==> config.mk <==
export PLATFORM = sky130hd
export DESIGN_NAME = jvwl_div
export DESIGN_NICKNAME = d
export VERILOG_FILES = /design/src/sv/jvwl_pkg.sv /design/src/sv/jvwl_div.sv
export SDC_FILE = /design/constraint.sdc
export NUM_CORES = 1
export LEC_CHECK = 0
export ABC_AREA = 1
export BUFFER_PORTS_ARGS = -buffer_cell sky130_fd_sc_hd__buf_2
export CORE_MARGIN = 1
export CORE_UTILIZATION = 43
export DETAILED_ROUTE_END_ITERATION = 8
export GPL_TIMING_DRIVEN = 0
export PLACE_DENSITY = 0.63
export SLEW_MARGIN = 30
export SYNTH_ARGS = -nofsm -noshare
export SYNTH_HDL_FRONTEND = slang
export SYNTH_SLANG_ARGS = --single-unit
export TNS_END_PERCENT = 20
==> constraint.sdc <==
create_clock -name clk -period 6.85 [get_ports clk]
set_clock_uncertainty 0.1 [all_clocks]
set_input_delay 1.37 -clock clk [delete_from_list [all_inputs] [get_ports clk]]
set_output_delay 1.37 -clock clk [all_outputs]
set_load 0.005 [all_outputs]
==> src/sv/jvwl_pkg.sv <==
// Shared types and constants of the joint velocity window limiter.
package jvwl_pkg;

  localparam int FRAC_BITS = 16;
  localparam int DIV_NUM_W = 64;
  localparam int DIV_DEN_W = 34;
  localparam int DIV_CNT_W = $clog2(DIV_NUM_W);
  localparam logic [63:0] STOP_CAP = 64'h4000_0000_0000_0000;

  typedef enum logic [4:0] {
    ST_IDLE,
    ST_AD_MUL,
    ST_SETUP,
    ST_WINDOW,
    ST_EVAL,
    ST_PATH,
    ST_A_RDIV,
    ST_A_MR,
    ST_A_MU,
    ST_A_NUM,
    ST_A_SDIV,
    ST_A_TR,
    ST_B_T,
    ST_B_P,
    ST_B_DIV,
    ST_JUDGE,
    ST_DONE
  } state_t;

  typedef enum logic [2:0] {
    PH_UP_LOW,
    PH_UP_HIGH,
    PH_UP_BIS,
    PH_LO_UP,
    PH_LO_LOW,
    PH_LO_BIS
  } phase_t;

  typedef struct packed {
    logic                 start;
    logic [DIV_NUM_W-1:0] dividend;
    logic [DIV_DEN_W-1:0] divisor;
  } div_req_t;

  typedef struct packed {
    logic                 done;
    logic [DIV_NUM_W-1:0] quotient;
    logic [DIV_DEN_W-1:0] remainder;
  } div_rsp_t;

endpackage

==> src/sv/jvwl_div.sv <==
// Restoring unsigned divider that produces one quotient bit per cycle.
module jvwl_div (
  input  logic               clk,
  input  logic               rst,
  input  jvwl_pkg::div_req_t req,
  output jvwl_pkg::div_rsp_t rsp
);

  logic                               running;
  logic                               done;
  logic [jvwl_pkg::DIV_CNT_W-1:0]     count;
  logic [jvwl_pkg::DIV_NUM_W-1:0]     quo;
  logic [jvwl_pkg::DIV_DEN_W-1:0]     rem;
  logic [jvwl_pkg::DIV_DEN_W-1:0]     divisor;
  logic [jvwl_pkg::DIV_DEN_W:0]       rem_shift;
  logic [jvwl_pkg::DIV_DEN_W:0]       diff;
  logic                               take;

  assign rem_shift = {rem, quo[jvwl_pkg::DIV_NUM_W-1]};
  assign diff      = rem_shift - {1'b0, divisor};
  assign take      = (rem_shift >= {1'b0, divisor});

  always_ff @(posedge clk) begin
    if (rst) begin
      running <= 1'b0;
      done    <= 1'b0;
      count   <= '0;
    end else begin
      done <= 1'b0;
      if (req.start) begin
        running <= 1'b1;
        count   <= '0;
      end else if (running) begin
        count <= count + 1'b1;
        if (count == jvwl_pkg::DIV_CNT_W'(jvwl_pkg::DIV_NUM_W - 1)) begin
          running <= 1'b0;
          done    <= 1'b1;
        end
      end
    end
  end

  always_ff @(posedge clk) begin
    if (req.start) begin
      quo     <= req.dividend;
      rem     <= '0;
      divisor <= req.divisor;
    end else if (running) begin
      quo <= {quo[jvwl_pkg::DIV_NUM_W-2:0], take};
      rem <= take ? diff[jvwl_pkg::DIV_DEN_W-1:0] : rem_shift[jvwl_pkg::DIV_DEN_W-1:0];
    end
  end

  assign rsp.done      = done;
  assign rsp.quotient  = quo;
  assign rsp.remainder = rem;

endmodule

### Yosys cells after proc, flatten, opt, wreduce, memory -nomap -nowiden

Index checks and enable logic that the tools add are counted.

| word-level totals | value |
|---|---|
| register bits after elaboration | 140 |
| bits in latches | 0 |
| bits in writable memories | 0 |
| ROM bits | 0 |
| input port bits | 101 |
| logic and storage cells | 21 |
| memories kept | 0 |

| cells by class | value |
|---|---|
| $add $sub $neg | 2 |
| multiply operators | 0 |
| div/mod/pow operators | 0 |
| $lt $le $gt $ge | 1 |
| equality and inequality tests | 1 |
| shift-type cells | 0 |
| muxes and demuxes | 7 |
| bitwise logic cells | 1 |
| reduce and logical (&&, ||, !) cells | 3 |

Operators with widths:

| operator | number |
|---|---|
| 64-bit 2-to-1 mux | 2 |
| 35-bit by 34-bit greater-or-equal comparator with 1-bit output | 1 |
| 34-bit 2-to-1 mux | 1 |
| 34-bit subtractor | 1 |
| 6-bit by 1-bit adder with 6-bit output, second input constant | 1 |
| 6-bit equality test, second input constant | 1 |
| 1-bit 2-to-1 mux | 4 |
| 3-bit OR reduction | 1 |
| 2-bit nonzero test | 1 |
| 2-bit OR reduction | 1 |
| 1-bit NOT | 1 |

### Depth between registers and ports, before layout

| logic depth | value |
|---|---|
| word-level depth | 4 |
| mapped depth | 17 |
| mapped depth without buffers | 17 |

### Worst setup path after synthesis

OpenSTA, ideal clock, no wires.

| path | value |
|---|---|
| path type | in2reg |
| from | input port req[98] (netlist bit) |
| to | register quo[0] (netlist bit), enable pin |
| arrival | 3.527 ns |
| data required time | 6.296 ns |
| slack | 2.769 ns |
| cell stages on the path | 3 |
| path buffers | 1 |
| cells stage by stage | nor2_1 inv_1 clkbuf_1 |

| on the way | value |
|---|---|
| word-level cells in the longest chain between the ends | 1 |

RTL lines:

| item | line | text |
|---|---|---|
| start, declared | jvwl_div.sv:5 | `input jvwl_pkg::div_req_t req,` |
| 2-bit nonzero test (no line) | - |  |
| end signal, assigned | jvwl_div.sv:45 | `quo <= req.dividend;` |
| end signal, assigned | jvwl_div.sv:49 | `quo <= {quo[jvwl_pkg::DIV_NUM_W-2:0], take};` |
| end, declared | jvwl_div.sv:12 | `logic [jvwl_pkg::DIV_NUM_W-1:0] quo;` |

No other way between the ends.
A chain may end at the register's enable or synchronous reset.

### Worst setup path in the final report

| path | value |
|---|---|
| from | input port req[98] (netlist bit) |
| to | register quo[54] (netlist bit), enable pin |

Same word-level chain as after synthesis.

==> run summary <==
ys async rst share = 0%
DR iter-0 viols = 407
synthesized flop and latch total = 140
Final Hold Fails = 0
clock latency on the worst-skew pair = 0.44 ns
WL met3 = 1360 µm
via count = 7,786
Mapped Nets = 1,296
Initial Util = 43.8%
Crit path max-delay family = buffers and inverters
Post-DRT Antenna Nets = 0
Worst setup SP type = input pin
DR pass1 iterations = 5
Worst Hold Launch = rem[29]
Crit path buffers/inverters = 4
Hold Crit Class = reg2reg
reg2reg start = quo[63]
total track usage = 24.7%
site row count = 51
WS Path Type = in2reg
htree depth = 4
Post-CTS Setup Bufs = 0
Worst Hold End = rem[29]
Crit Path Max Fanout = 43
final setup fails = 0
Setup crit end kind = flip-flop
final period utilization = 44.4%
vias in the first global route = 7,592
Layout Cells excl Fill = 1,655
RSZ-0062 raised after global routing = false
post-route cell area = 10,400 µm²
TritonCTS Sinks = 140
Synth Flop Type = edfxtp_1
met2 wire length = 11,600 µm
highest ir drop seen on vdd = 0.153 mV
slowest cell delay on critical path = 0.52 ns
Post-Place Cell Area = 9880 µm²
slowest stage cell, crit path = clkbuf_4
area share of the largest cell type after synthesis = 34.5%
first-pass GRT wire length = 38,200 µm
fillers = 1,976
Remaining DRCs = 0
Mapped Cells = 1,159
worst-case clock buffer depth = 2
r2r endpoint = rem[32]
EDFF count, synth = 98
layout cells sized above 1 = 19.9%
mapped cell area = 8520 µm²
Synth Warn # = 0
Slew @ Worst Pin = 0.645 ns
hold-fix buffer count after cts = 0
CP Cell Sequence = buf_4 > nor2_1 > inv_1 > clkbuf_4 > buf_12
FF-to-FF path depth = 16
pin count of the biggest net entering global routing = 44
Antenna diodes = 0
Crit path depth = 5
Final min period = 3.04 ns
final HPWL from detailed placement = 18,900 µm
Static Leakage = 5.64 nW
Core Area = 19,500 µm²
DR top layer = met4
Worst Hold Depth = 2
area leader, netlist = edfxtp_1
antenna violations before repair = 0
PwrDens = 207 nW/µm²
TNS Setup = 0 ns
fmax = 329 MHz
Max Cap Viol = 0
post-cts resize count = 0
syn avg cell area = 7.35 µm²
worst path required time = 6.87 ns
Area growth syn-to-layout = 22.4%
CP arrival = 3.06 ns
CTS root buf = clkbuf_16
Inst Count DP = 1,624
most frequent cells after synthesis = 504 x nand2_1, 187 x inv_1, 98 x edfxtp_1, 73 x nand3_1, 45 x nor2_1
total CTS buffers = 17
Nets = 1,515
die area = 20,400 µm²
Via density = 4.70
Area contributors post-synth = edfxtp_1 35%, nand2_1 22%, dfxtp_1 9.9%
WL/cell = 14.4 µm
final wirelength = 23,900 µm
Die X-Extent = 143 µm
Congestion Overflow GR = 0
flop2flop setup slack = 4.09 ns
wl on met1 = 10,500 µm
Placer Congestion = 0.924
TritonCTS clock tree = built
Worst-path clk slew = 0.06 ns
synth unique cells = 36
# port buffers = 199
total chip power = 2.15 mW
Slew HR = 56.9%
post-synthesis sequential area ratio = 44.4%
Final Slew Violations = 0
most frequent cell after synthesis = nand2_1
Chip Height = 143 µm
IO Pins = 200
final hold slack = 0.381 ns
status = finished clean
worst reg2reg max path, cell delays in order (launching register included):
cell      delay (ns)
edfxtp_1        0.39
inv_1           0.10
ha_1            0.25
inv_1           0.10
fa_1            0.47
nand3_1         0.12
nand3_1         0.17
nand2_1         0.10
nand2_1         0.12
nand2_1         0.08
nand2_1         0.15
nand2_1         0.13
nand3b_1        0.08
nand2_1         0.11
nand2_1         0.07
nand3_1         0.07
nand2_1         0.05
registers in the layout, indices dropped and copies added (netlist names):
register,count
quo,64
count,6
done,1
rem,34
running,1
divisor,34
per-layer routing:
layer	up-vias	track usage, %
li1	4045	-
met1	3525	30.2
met2	192	43.2
met3	24	5.67
met4	0	6.79
met5	-	0
per-stage QoR:
stage / util, % / setup WS, ns
final: 53.6 / 3.81
after global routing: 53.6 / 3.67
after global placement: 50.6 / 0.707
after detailed placement: 50.7 / 3.01
after floorplan: - / 2.77
after CTS: 53.6 / 3.47
cells in the final DEF, fill, tap and decap left out, types with 5 or more instances in the layout:
master and instances:
buf_4 9, edfxtp_1 98, o21ai_1 14, nand2_1 504
ha_1 35, nand4_1 5, xnor2_1 16, nand3_1 73
clkbuf_1 12, nand2_2 8, inv_1 187, o21ai_0 13
buf_2 200, nand3b_1 22, nor3_1 8, nor2_1 45
nor2_2 7, dfxtp_1 42, a21oi_1 23, clkbuf_16 17
cell families after synthesis:
logic type | share of synthesized area, %
simple gates | 34.4
buf+inv | 10.3
flops | 44.4
compound gates | 3.55
fa+ha+maj | 5.37
xor+xnor | 1.95
area by class of cell:
type / count / area (µm²) / share of cell area (%)
buffer: 30 / 171 / 1.64
clock buffer: 17 / 425 / 4.08
multi-input combinational: 800 / 3860 / 37.0
sequential: 140 / 3780 / 36.3
clock inverter: 14 / 128 / 1.22
inverter: 189 / 709 / 6.80
timing repair buffer: 200 / 1020 / 9.76
tap: 265 / 332 / 3.18
how the worst max path moves through the flow:
stage | slack [ns] | to | start
floorplan | 2.77 | quo[0] | req[98]
global placement | 0.71 | quo[47] | req[98]
detailed placement | 3.01 | quo[40] | req[98]
CTS | 3.47 | quo[59] | req[98]
global route | 3.67 | quo[59] | req[98]
finish | 3.81 | quo[54] | req[98]
report_power, final:
part           total (mW)  switching (mW)  internal (mW)
clock               0.891           0.416          0.476
combinational       0.259           0.157          0.102
sequential           1.00          0.0290          0.975
Note: power is estimated with default switching activity, not from simulation.
